## config.mk

```make
export PLATFORM = sky130hd
export DESIGN_NAME = modular_exponentiation_flat
export DESIGN_NICKNAME = d
export VERILOG_FILES = /design/src/rtl/mexp_pkg.sv /design/src/rtl/mexp_if.sv /design/src/rtl/mexp_dp.sv /design/src/rtl/mexp_ctrl.sv /design/src/rtl/modular_exponentiation.sv /design/src/flat_wrapper.sv
export SDC_FILE = /design/constraint.sdc
export NUM_CORES = 1
export LEC_CHECK = 0
export ABC_AREA = 1
export BUFFER_PORTS_ARGS = -buffer_cell sky130_fd_sc_hd__buf_4
export CAP_MARGIN = 10
export CORE_UTILIZATION = 60
export DETAILED_ROUTE_END_ITERATION = 10
export HOLD_SLACK_MARGIN = 0.12
export PLACE_DENSITY_LB_ADDON = 0.25
export SKIP_CTS_REPAIR_TIMING = 1
export SLEW_MARGIN = 20
export SYNTH_ARGS = -nofsm -noshare
export SYNTH_HDL_FRONTEND = slang
export SYNTH_SLANG_ARGS = --single-unit
```

## constraint.sdc

```tcl
create_clock -name clk -period 8.3 [get_ports clk]
set_input_delay 0.415 -clock clk [delete_from_list [all_inputs] [get_ports clk]]
set_output_delay 0.415 -clock clk [all_outputs]
set_load 0.01 [all_outputs]
```

## src/rtl/mexp_pkg.sv

```systemverilog
// Package with the shared types and constants of the modular exponentiation block.
package mexp_pkg;

  // The result field is never wider than this many bits.
  localparam int RESULT_BITS = 32;

  // Controller states.
  typedef enum logic [2:0] {
    ST_IDLE,
    ST_START,
    ST_REDUCE,
    ST_BIT,
    ST_MUL,
    ST_SQR,
    ST_FIN
  } state_t;

  // Operand selection for the modular multiplier.
  typedef enum logic [1:0] {
    MM_REDUCE,
    MM_MUL,
    MM_SQR
  } mm_op_t;

  // Commands from the controller to the datapath.
  typedef struct packed {
    logic   load;
    logic   mm_start;
    mm_op_t mm_op;
    logic   mm_step;
    logic   wr_base;
    logic   wr_acc;
    logic   exp_shift;
    logic   out_load;
  } cmd_t;

  // Status from the datapath to the controller.
  typedef struct packed {
    logic m_zero;
    logic exp_bit;
    logic exp_rest_zero;
    logic mm_done;
  } status_t;

endpackage

```

## src/rtl/mexp_if.sv

```systemverilog
// Valid/ready channel interfaces for the operand and result transfers.
interface mexp_in_if #(
  parameter int WIDTH = 32
) ();
  logic             valid;
  logic             ready;
  logic [WIDTH-1:0] base_value;
  logic [WIDTH-1:0] exponent;
  logic [WIDTH-1:0] modulus;

  modport source (output valid, output base_value, output exponent, output modulus,
                  input ready);
  modport sink (input valid, input base_value, input exponent, input modulus,
                output ready);
endinterface

interface mexp_out_if #(
  parameter int WIDTH = 32
) ();
  logic             valid;
  logic             ready;
  logic [WIDTH-1:0] power_result;
  logic             bad_modulus;

  modport source (output valid, output power_result, output bad_modulus, input ready);
  modport sink (input valid, input power_result, input bad_modulus, output ready);
endinterface

```

## src/rtl/mexp_dp.sv

```systemverilog
// Datapath: operand registers, iterative modular multiplier and result register.
module mexp_dp #(
  parameter int WIDTH = 32
) (
  input  logic               clk,
  input  logic               rst_n,
  input  logic [WIDTH-1:0]   in_base_value,
  input  logic [WIDTH-1:0]   in_exponent,
  input  logic [WIDTH-1:0]   in_modulus,
  input  mexp_pkg::cmd_t     cmd,
  output mexp_pkg::status_t  status,
  output logic [WIDTH-1:0]   out_power_result,
  output logic               out_bad_modulus
);
  import mexp_pkg::*;

  localparam int CntW     = $clog2(WIDTH);
  localparam int KeepBits = (WIDTH < RESULT_BITS) ? WIDTH : RESULT_BITS;

  // (x + y) mod m for x, y below m.
  function automatic logic [WIDTH-1:0] add_mod(input logic [WIDTH-1:0] x,
                                               input logic [WIDTH-1:0] y,
                                               input logic [WIDTH-1:0] m);
    logic [WIDTH:0]   s;
    logic [WIDTH+1:0] d;
    s = {1'b0, x} + {1'b0, y};
    d = {1'b0, s} - {2'b00, m};
    add_mod = d[WIDTH+1] ? s[WIDTH-1:0] : d[WIDTH-1:0];
  endfunction

  logic [WIDTH-1:0] m_r;
  logic [WIDTH-1:0] e_r;
  logic [WIDTH-1:0] base_r;
  logic [WIDTH-1:0] acc_r;
  logic             zero_exp_r;

  logic [WIDTH-1:0] mm_acc_r;
  logic [WIDTH-1:0] mm_a_r;
  logic [WIDTH-1:0] mm_b_r;
  logic [CntW-1:0]  cnt_r;
  logic             half_r;

  logic [WIDTH-1:0] power_r;
  logic             bad_r;

  logic [WIDTH-1:0] keep_mask;
  logic [WIDTH-1:0] mm_addend;
  logic [WIDTH-1:0] mm_sum;
  logic             mm_last_bit;

  assign keep_mask   = {WIDTH{1'b1}} >> (WIDTH - KeepBits);
  assign mm_addend   = half_r ? mm_a_r : mm_acc_r;
  assign mm_sum      = add_mod(mm_acc_r, mm_addend, m_r);
  assign mm_last_bit = (cnt_r == CntW'(WIDTH - 1));

  // Status toward the controller.
  assign status.m_zero        = (m_r == '0);
  assign status.exp_bit       = e_r[0];
  assign status.exp_rest_zero = (e_r[WIDTH-1:1] == '0);
  assign status.mm_done       = mm_last_bit && (half_r || !mm_b_r[WIDTH-1]);

  // Operand registers and running values of the square-and-multiply loop.
  always_ff @(posedge clk) begin
    if (cmd.load) begin
      m_r        <= in_modulus;
      e_r        <= in_exponent;
      base_r     <= in_base_value;
      zero_exp_r <= (in_exponent == '0);
      acc_r      <= (in_modulus == WIDTH'(1)) ? '0 : WIDTH'(1);
    end else begin
      if (cmd.wr_base) begin
        base_r <= mm_sum;
      end
      if (cmd.wr_acc) begin
        acc_r <= mm_sum;
      end
      if (cmd.exp_shift) begin
        e_r <= e_r >> 1;
      end
    end
  end

  // Interleaved shift-and-add modular multiplier: one double or one add a cycle.
  always_ff @(posedge clk) begin
    if (cmd.mm_start) begin
      mm_acc_r <= '0;
      cnt_r    <= '0;
      half_r   <= 1'b0;
      case (cmd.mm_op)
        MM_REDUCE: begin
          mm_a_r <= WIDTH'(1);
          mm_b_r <= base_r;
        end
        MM_MUL: begin
          mm_a_r <= acc_r;
          mm_b_r <= base_r;
        end
        MM_SQR: begin
          mm_a_r <= base_r;
          mm_b_r <= base_r;
        end
        default: begin
          mm_a_r <= '0;
          mm_b_r <= '0;
        end
      endcase
    end else if (cmd.mm_step) begin
      mm_acc_r <= mm_sum;
      if (!half_r && mm_b_r[WIDTH-1]) begin
        half_r <= 1'b1;
      end else begin
        half_r <= 1'b0;
        mm_b_r <= mm_b_r << 1;
        cnt_r  <= cnt_r + CntW'(1);
      end
    end
  end

  // Result register.
  always_ff @(posedge clk) begin
    if (cmd.out_load) begin
      bad_r <= (m_r == '0);
      if (m_r == '0) begin
        power_r <= '0;
      end else if (zero_exp_r) begin
        power_r <= WIDTH'(1);
      end else begin
        power_r <= acc_r & keep_mask;
      end
    end
  end

  assign out_power_result = power_r;
  assign out_bad_modulus  = bad_r;

  // The multiplier's running value stays reduced.
  a_mm_reduced: assert property (@(posedge clk) disable iff (!rst_n)
    cmd.mm_step |-> (mm_acc_r < m_r))
    else $error("multiplier accumulator not reduced");

  // A new base is always below the modulus.
  a_base_reduced: assert property (@(posedge clk) disable iff (!rst_n)
    cmd.wr_base |=> (base_r < m_r))
    else $error("base not reduced");

  // A new running result is always below the modulus.
  a_acc_reduced: assert property (@(posedge clk) disable iff (!rst_n)
    cmd.wr_acc |=> (acc_r < m_r))
    else $error("running result not reduced");

endmodule

```

## src/rtl/mexp_ctrl.sv

```systemverilog
// Controller state machine: sequences reduction, multiplies, squares and the output transfer.
module mexp_ctrl (
  input  logic               clk,
  input  logic               rst_n,
  input  logic               in_valid,
  output logic               in_ready,
  output logic               out_valid,
  input  logic               out_ready,
  input  mexp_pkg::status_t  status,
  output mexp_pkg::cmd_t     cmd
);
  import mexp_pkg::*;

  state_t state_r;
  state_t state_nxt;
  logic   out_valid_r;
  logic   out_valid_nxt;
  logic   out_free;

  assign out_free  = !out_valid_r || out_ready;
  assign in_ready  = (state_r == ST_IDLE);
  assign out_valid = out_valid_r;

  // Next state.
  always_comb begin
    state_nxt = state_r;
    case (state_r)
      ST_IDLE: begin
        if (in_valid) begin
          state_nxt = ST_START;
        end
      end
      ST_START: begin
        state_nxt = status.m_zero ? ST_FIN : ST_REDUCE;
      end
      ST_REDUCE: begin
        if (status.mm_done) begin
          state_nxt = ST_BIT;
        end
      end
      ST_BIT: begin
        if (status.exp_bit) begin
          state_nxt = ST_MUL;
        end else if (status.exp_rest_zero) begin
          state_nxt = ST_FIN;
        end else begin
          state_nxt = ST_SQR;
        end
      end
      ST_MUL: begin
        if (status.mm_done) begin
          state_nxt = status.exp_rest_zero ? ST_FIN : ST_SQR;
        end
      end
      ST_SQR: begin
        if (status.mm_done) begin
          state_nxt = ST_BIT;
        end
      end
      ST_FIN: begin
        if (out_free) begin
          state_nxt = ST_IDLE;
        end
      end
      default: state_nxt = ST_IDLE;
    endcase
  end

  // Commands to the datapath.
  always_comb begin
    cmd = '0;
    cmd.mm_op = MM_REDUCE;
    case (state_r)
      ST_IDLE: begin
        cmd.load = in_valid;
      end
      ST_START: begin
        if (!status.m_zero) begin
          cmd.mm_start = 1'b1;
          cmd.mm_op    = MM_REDUCE;
        end
      end
      ST_REDUCE: begin
        cmd.mm_step = 1'b1;
        cmd.wr_base = status.mm_done;
      end
      ST_BIT: begin
        if (status.exp_bit) begin
          cmd.mm_start = 1'b1;
          cmd.mm_op    = MM_MUL;
        end else if (!status.exp_rest_zero) begin
          cmd.mm_start  = 1'b1;
          cmd.mm_op     = MM_SQR;
          cmd.exp_shift = 1'b1;
        end
      end
      ST_MUL: begin
        cmd.mm_step = 1'b1;
        if (status.mm_done) begin
          cmd.wr_acc = 1'b1;
          if (!status.exp_rest_zero) begin
            cmd.mm_start  = 1'b1;
            cmd.mm_op     = MM_SQR;
            cmd.exp_shift = 1'b1;
          end
        end
      end
      ST_SQR: begin
        cmd.mm_step = 1'b1;
        cmd.wr_base = status.mm_done;
      end
      ST_FIN: begin
        cmd.out_load = out_free;
      end
      default: cmd = '0;
    endcase
  end

  // Output valid flag: set by a result load, cleared by the output transfer.
  always_comb begin
    out_valid_nxt = out_valid_r;
    if (cmd.out_load) begin
      out_valid_nxt = 1'b1;
    end else if (out_ready) begin
      out_valid_nxt = 1'b0;
    end
  end

  always_ff @(posedge clk) begin
    if (!rst_n) begin
      state_r     <= ST_IDLE;
      out_valid_r <= 1'b0;
    end else begin
      state_r     <= state_nxt;
      out_valid_r <= out_valid_nxt;
    end
  end

  // An accepted item always starts processing in the next cycle.
  a_accept_starts: assert property (@(posedge clk) disable iff (!rst_n)
    (in_valid && in_ready) |=> (state_r == ST_START))
    else $error("accepted item did not start");

  // A finished item waits while the output register is still occupied.
  a_fin_waits: assert property (@(posedge clk) disable iff (!rst_n)
    (state_r == ST_FIN && !out_free) |=> (state_r == ST_FIN && out_valid_r))
    else $error("finished item lost while output stalled");

  // A result is loaded only when the output register is free.
  a_load_free: assert property (@(posedge clk) disable iff (!rst_n)
    cmd.out_load |-> out_free)
    else $error("result overwrote a pending output");

endmodule

```

## src/rtl/modular_exponentiation.sv

```systemverilog
// Top level of the modular exponentiation block: controller plus datapath.
//
// Usage: an operand transfer on in_ch carries base_value, exponent and modulus;
// each one yields exactly one result transfer on out_ch with power_result and
// bad_modulus. Both channels use valid/ready; a transfer happens at a rising
// clock edge with valid and ready high.
// One item is processed at a time. The base is first reduced by the modulus
// (ST_REDUCE); then each exponent bit passes the decision state ST_BIT, a
// multiply (ST_MUL) when the bit is set and a square (ST_SQR) while higher bits
// remain. The modular multiplier does one modular double or add per cycle.
// A zero modulus skips the reduction and the loop and goes straight to ST_FIN.
// The next operand transfer can follow once a result has been loaded.
// The result sits in an output register, so a new item is accepted while the
// previous result still waits; a finished item holds until that register frees.
// A zero modulus gives bad_modulus = 1 and power_result = 0.
// Reset (rst_n low, synchronous) returns the controller to idle and drops
// out_ch.valid; no other initialization is needed.
module modular_exponentiation #(
  parameter int WIDTH = 32
) (
  input logic        clk,
  input logic        rst_n,
  mexp_in_if.sink    in_ch,
  mexp_out_if.source out_ch
);
  import mexp_pkg::*;

  cmd_t    cmd;
  status_t status;

  mexp_ctrl u_ctrl (
    .clk       (clk),
    .rst_n     (rst_n),
    .in_valid  (in_ch.valid),
    .in_ready  (in_ch.ready),
    .out_valid (out_ch.valid),
    .out_ready (out_ch.ready),
    .status    (status),
    .cmd       (cmd)
  );

  mexp_dp #(
    .WIDTH (WIDTH)
  ) u_dp (
    .clk              (clk),
    .rst_n            (rst_n),
    .in_base_value    (in_ch.base_value),
    .in_exponent      (in_ch.exponent),
    .in_modulus       (in_ch.modulus),
    .cmd              (cmd),
    .status           (status),
    .out_power_result (out_ch.power_result),
    .out_bad_modulus  (out_ch.bad_modulus)
  );

endmodule

```

## src/flat_wrapper.sv

```systemverilog
// flat-port wrapper written by rule: the top's interface ports become plain ports
module modular_exponentiation_flat import mexp_pkg::*;
#(
  parameter int WIDTH = 32
)
  (clk, rst_n, in_ch_valid, in_ch_base_value, in_ch_exponent, in_ch_modulus, in_ch_ready, out_ch_valid, out_ch_power_result, out_ch_bad_modulus, out_ch_ready);
  mexp_in_if #(.WIDTH(WIDTH)) in_ch_i ();
  mexp_out_if #(.WIDTH(WIDTH)) out_ch_i ();
  input logic clk;
  input logic rst_n;
  input wire logic [$bits(in_ch_i.valid)-1:0] in_ch_valid;
  input wire logic [$bits(in_ch_i.base_value)-1:0] in_ch_base_value;
  input wire logic [$bits(in_ch_i.exponent)-1:0] in_ch_exponent;
  input wire logic [$bits(in_ch_i.modulus)-1:0] in_ch_modulus;
  output wire logic [$bits(in_ch_i.ready)-1:0] in_ch_ready;
  output wire logic [$bits(out_ch_i.valid)-1:0] out_ch_valid;
  output wire logic [$bits(out_ch_i.power_result)-1:0] out_ch_power_result;
  output wire logic [$bits(out_ch_i.bad_modulus)-1:0] out_ch_bad_modulus;
  input wire logic [$bits(out_ch_i.ready)-1:0] out_ch_ready;
  assign in_ch_i.valid = in_ch_valid;
  assign in_ch_i.base_value = in_ch_base_value;
  assign in_ch_i.exponent = in_ch_exponent;
  assign in_ch_i.modulus = in_ch_modulus;
  assign in_ch_ready = in_ch_i.ready;
  assign out_ch_valid = out_ch_i.valid;
  assign out_ch_power_result = out_ch_i.power_result;
  assign out_ch_bad_modulus = out_ch_i.bad_modulus;
  assign out_ch_i.ready = out_ch_ready;
  modular_exponentiation #(.WIDTH(WIDTH)) u_core (.clk(clk), .rst_n(rst_n), .in_ch(in_ch_i), .out_ch(out_ch_i));
endmodule
```

Yosys cells after proc, flatten, opt, wreduce, memory -nomap -nowiden
Index checks and enable logic that the tools add are counted.
{ "word_totals": {"out_inout_bits": 35, "regBits": 268, "input_bits": 100} }
{ "classes": {"mux": 40, "eq_ne": 15, "n_reduce_logical": 24, "addsub": 3, "bitwise_logic": 1} }
{ "ops": {"columns": ["op", "n"], "rows": [
  ["two-way mux 32 bit", 12],
  ["one-hot mux 32 bit (3 select lines)", 1],
  ["zero test 32 bit", 2],
  ["subtractor 33 x 32 -> 34 bit", 1],
  ["adder 32 x 32 -> 33 bit", 1],
  ["equality test 32 x 1 -> 1 bit (second input constant)", 1],
  ["zero test 31 bit", 1],
  ["two-way mux 3 bit", 9],
  ["one-hot mux 3 bit (6 select lines)", 1],
  ["two-way mux 1 bit", 12],
  ["nonzero test 2 bit", 5],
  ["equality test 3 bit (second input constant)", 3],
  ["one-hot mux 3 bit (3 select lines)", 1],
  ["equality test 3 x 2 -> 1 bit (second input constant)", 2],
  ["two-way mux 2 bit", 3],
  ["inequality test 2 x 1 -> 1 bit (second input constant)", 3],
  ["OR reduction 3 bit", 2],
  ["adder 5 x 1 -> 5 bit (second input constant)", 1],
  ["equality test 5 bit (second input constant)", 1],
  ["inequality test 2 bit (second input constant)", 2],
  ["AND reduction 2 bit", 2],
  ["AND reduction 4 bit", 1],
  ["OR reduction 2 bit", 2],
  ["equality test 3 x 1 -> 1 bit (second input constant)", 1],
  ["9 further kinds", 13]
]} }

Logic depth before layout (Yosys ltp)
{ "logic_depth": {"word_depth": 9, "depth_mapped": 29} }

By module
Synthesis repeated with hierarchy kept, for this count alone.
{ "unflattened": {"hier_cells": 2187, "hier_area_um2": 16385.7} }
{ "modules_own_cells": {"columns": ["module", "area_per_inst_um2", "cells_per_inst", "n_inst", "seq_area_each_um2"], "rows": [
  ["mexp_dp", 15981.6, 2116, 1, 7547.2],
  ["mexp_ctrl", 404.1, 71, 1, 80.1]
]} }

Worst setup path before layout
No wires, ideal clock.
{ "synth_path": {"path_type": "flip-flop to flip-flop", "startpoint": "reg u_core.u_dp.half_r", "endpoint": "reg u_core.u_dp.base_r[1], data pin", "required_ps": 8045, "arrival_time_ps": 3794, "setup_slack_ps": 4251, "path_stages_with_launch": 27, "setup_time_ps": 255, "cell_sequence": "dfxtp_1 > clkbuf_1 > clkbuf_1 > mux2_2 > ha_1 > or2_1 > nand3_1 > nand2_2 > nand2_1 > nand2_2 > nand2_1 > nand2_1 > nand2_1 > nand2_1 > ha_1 > nand2_1 > nor2_1 > nand2_1 > nor2_1 > nand2_1 > nand3_2 > nand3_2 > buf_2 > nand3_1 > nand2_1 > nand2_1 > nand2_1"} }
{ "synth_between": {"elab_chain_cells": 6} }
{ "synth_lines": {"columns": ["item", "line_no", "rtl"], "rows": [
  ["from (decl)", "mexp_dp.sv:41", "logic half_r;"],
  ["from (signal assigned)", "mexp_dp.sv:88", "half_r <= 1'b0;"],
  ["from (signal assigned)", "mexp_dp.sv:110", "half_r <= 1'b1;"],
  ["from (signal assigned)", "mexp_dp.sv:112", "half_r <= 1'b0;"],
  ["two-way mux 32 bit *", "mexp_dp.sv:52", "assign mm_addend = half_r ? mm_a_r : mm_acc_r;"],
  ["adder 32 x 32 -> 33 bit *", "mexp_dp.sv:26", "s = {1'b0, x} + {1'b0, y};"],
  ["subtractor 33 x 32 -> 34 bit", "mexp_dp.sv:27", "d = {1'b0, s} - {2'b00, m};"],
  ["two-way mux 32 bit *", "mexp_dp.sv:28", "add_mod = d[WIDTH+1] ? s[WIDTH-1:0] : d[WIDTH-1:0];"],
  ["two-way mux 32 bit *", "mexp_dp.sv:71", "if (cmd.wr_base) begin"],
  ["two-way mux 32 bit *", "mexp_dp.sv:64", "if (cmd.load) begin"],
  ["to (signal assigned)", "mexp_dp.sv:67", "base_r <= in_base_value;"],
  ["to (signal assigned)", "mexp_dp.sv:72", "base_r <= mm_sum;"],
  ["to (decl)", "mexp_dp.sv:33", "logic [WIDTH-1:0] base_r;"]
]} }
Every way passes the cells marked *; elsewhere a longest branch is shown, timed or not. The select of a mux whose other input is x is not followed.
A chain may end at the register's enable or synchronous reset.

Worst setup path after layout
{ "layout_path": {"startpoint": "reg u_core.u_dp.half_r", "endpoint": "reg u_core.u_dp.base_r[28], data pin"} }
Same word-level chain as after synthesis.

==> results.py <==
metrics = {
    "cts": {
        "cts_root_buf": "clkbuf_16",
        "clkLatencyLatePin_ns": 0.58,
        "htreeDepth": 1,
        "cts.sink_count": 268,
        "cts_buffers": 29,
        "cts.reportedPaths.clkPinSlew_ns": 0.06,
        "clockBufferDepth": 3,
        "cts_tree": "built",
    },
    "die": {
        "ios": 135,
        "start_util": 0.610,
        "fp.dieH_um": 168,
        "chipWidth_um": 168,
        "die_area_sq_um": 28100,
        "core-area_sq_um": 27000,
        "rows": 60,
    },
    "finish": {
        "syn2layout_area_growth_pct": 15.7,
        "n_fill_cell": 2157,
        "drive_above_1_share": 0.103,
        "fin_nets": 2495,
        "antennaDiodeCount": 0,
    },
    "placement": {
        "globalplace.congestion": 0.971,
        "place_hpwl_um": 35100,
        "numPortBuffers": 134,
    },
    "synth": {
        "ys_async_sr_fraction": 0,
        "synth-seq-cells": 268,
        "synth-seq-area-share": 0.464,
        "synthCells": 2172,
        "yosys_warnings": 0,
        "synth_edf_count": 226,
        "syn-cell-area_sq_um": 16400,
        "synth_cell_type_count": 39,
        "synthFlopType": "edfxtp_1",
        "syn-mean-instance-area_sq_um": 7.57,
        "synth_nets": 2340,
    },
    "drt": {
        "routed_wirelength_um": 47000,
        "drtAntennaViolNets": 0,
        "first_pass_iters": 6,
        "drt_iter0_markers": 1157,
        "viasPerCell": 5.39,
        "post_drt_wl_per_cell_um": 17.5,
        "vias": 14500,
        "drc": 0,
    },
    "power": {
        "p_leak_nw": 9.58,
        "powerDensity_nw_per_um2": 451,
        "p_total_w": 0.00859,
        "ir_worst_vdd_mv": 0.266,
    },
    "timing": {
        "fmaxAchievable_ghz": 0.173,
        "rsz0062_at_grt": "false",
        "fin_crit_ns": 5.79,
        "worstMarginPinSlew_ns": 1.08,
        "setup_viol": 0,
        "slew_violations": 0,
        "timing_hold_violations_final": 0,
        "timing.hold.ws_ns": 0.122,
        "relSlewSlack": 0.278,
        "finalClockSkew_ns": 0.0161,
        "period_share": 0.698,
        "fin_tns_setup_ns": 0,
    },
    "grt": {
        "grt_util_all_layers": 0.332,
        "grt_pass1_wl_um": 71600,
        "grt_pass1_vias": 14000,
        "antenna_found_initial": 0,
        "grt_start_max_net_pins": 108,
        "overflow": 0,
    },
    "worst_setup_path": {
        "slowest_stage": "dfxtp_1",
        "cp_common_cell": "nand2_1",
        "crit_type": "reg -> reg",
        "end_kind": "register",
        "worstPathArrival_ns": 6.11,
        "path_max_fanout": 32,
        "slowest_delay_ns": 0.76,
        "crit_chain": "buf_4 > mux2_2 > ha_1 > a21oi_1 > nand2_1 > inv_1 > nand2_1 > a21oi_1 > nand2_1 > nand2_1 > nand2_1 > ha_1 > inv_1 > o21ai_0 > a31oi_1 > o21ai_0 > nor2_4 > buf_4 > nand2_4 > nand2_1 > nand2_1 > nand2_1 > nand2_1",
        "required_ns": 8.62,
        "critPathLaunchType": "register",
    },
    "worst_hold_path": {
        "hp-class": "in -> reg",
    },
    "flow_run": {
        "drv_cap": 0,
    },
    "status": {
        "status": "completed",
    },
}
-- synthesized netlist by cell type, types with 4 or more instances --
master	number	share of area
mux2_2	32	0.022
xor2_1	30	0.016
edfxtp_1	226	0.41
nor2_1	193	0.044
o21ai_1	27	0.0082
buf_2	12	0.0037
buf_4	9	0.0041
inv_1	412	0.094
nand2_2	4	0.0015
nand4_1	25	0.0095
a21oi_1	67	0.020
clkbuf_1	27	0.0062
dfxtp_1	42	0.051
o21ai_0	97	0.030
buf_1	4	0.00091
nor3_1	16	0.0049
nor4_1	16	0.0061
nand3_1	119	0.036
nand2_1	721	0.16
ha_1	66	0.050
-- where the power goes --
group / switching, W / total, W / internal [W] / leakage [nW]
combinational: 0.00341 / 0.00480 / 0.00139 / 6.61
sequential: 0.000221 / 0.00248 / 0.00226 / 2.51
clock: 0.000539 / 0.00130 / 0.000764 / 0.462
total: 0.00417 / 0.00859 / 0.00442 / 9.58
-- kinds of logic after synthesis --
logic type      synth area share
simple gates               0.272
buf+inv                    0.111
flops                      0.464
compound gates            0.0629
fa+ha+maj                 0.0526
mux                       0.0219
xor+xnor                  0.0165
-- path summary, 6_finish.rpt --
| check | cells after the start | slack [ns] | start | to |
|---|---|---|---|---|
| max reg2reg | 23 | 2.51 | u_core.u_dp.half_r | u_core.u_dp.base_r[28] |
| min | 3 | 0.12 | in_ch_base_value[1] | u_core.u_dp.base_r[1] |
| min reg2reg | 2 | 0.47 | u_core.u_dp.cnt_r[4] | u_core.u_dp.cnt_r[4] |
| max | 23 | 2.51 | u_core.u_dp.half_r | u_core.u_dp.base_r[28] |
-- flip-flops by register name, indices dropped and copies added (netlist names) --
register                      flops
u_core.u_dp.acc_r                32
u_core.u_dp.cnt_r                 5
u_core.u_dp.e_r                  32
u_core.u_dp.zero_exp_r            1
u_core.u_ctrl.out_valid           1
u_core.u_ctrl.state_r             3
u_core.u_dp.out_bad_modulus       1
u_core.u_dp.mm_b_r               32
u_core.u_dp.m_r                  32
u_core.u_dp.out_power_result     32
u_core.u_dp.half_r                1
u_core.u_dp.base_r               32
u_core.u_dp.mm_a_r               32
u_core.u_dp.mm_acc_r             32
-- per-layer routing --
metal,global-route usage,up-vias,share of wire
li1,-,7208,-
met1,0.381,6647,0.38
met2,0.586,513,0.49
met3,0.0409,148,0.059
met4,0.213,0,0.071
met5,0,-,0
-- cell type report --
class	instances	area, sq um	area share
flip-flops and latches	268	7630	0.401
inverters	414	1550	0.0817
repair buffers	178	1420	0.0744
clock inverters	7	101	0.00533
multi-input cells	1436	7050	0.370
well taps	341	427	0.0224
clock buffers	47	853	0.0448
-- per-stage QoR --
step	util	cell area [sq um]	std cells	setup slack (ns)
after floorplan	-	16400	2172	4.25
after global placement	0.659	17800	2605	2.76
after detailed placement	0.659	17800	2605	2.69
after CTS	0.694	18700	2659	2.63
after global routing	0.706	19000	2691	2.03
final	0.706	19000	2691	2.51
-- worst max-delay path, delay by kind of cell, from the launching register on --
kind            cells  cell delay, ns
fa+ha+maj           2            0.75
flops               1            0.76
simple gates       11            1.59
buf+inv             4            0.89
compound gates      5            1.12
mux                 1            0.38
-- layout by cell type, fill, tap and decap left out, types with 26 or more instances in the layout --
master,n
nor2_1,192
buf_4,146
inv_1,412
o21ai_1,26
ha_1,66
mux2_2,32
dlygate4sd3_1,32
nand2_1,721
dfxtp_1,42
xor2_1,30
o21ai_0,94
a21oi_1,67
clkbuf_16,29
nand3_1,118
edfxtp_1,226
(Power assumes the default switching activity.)
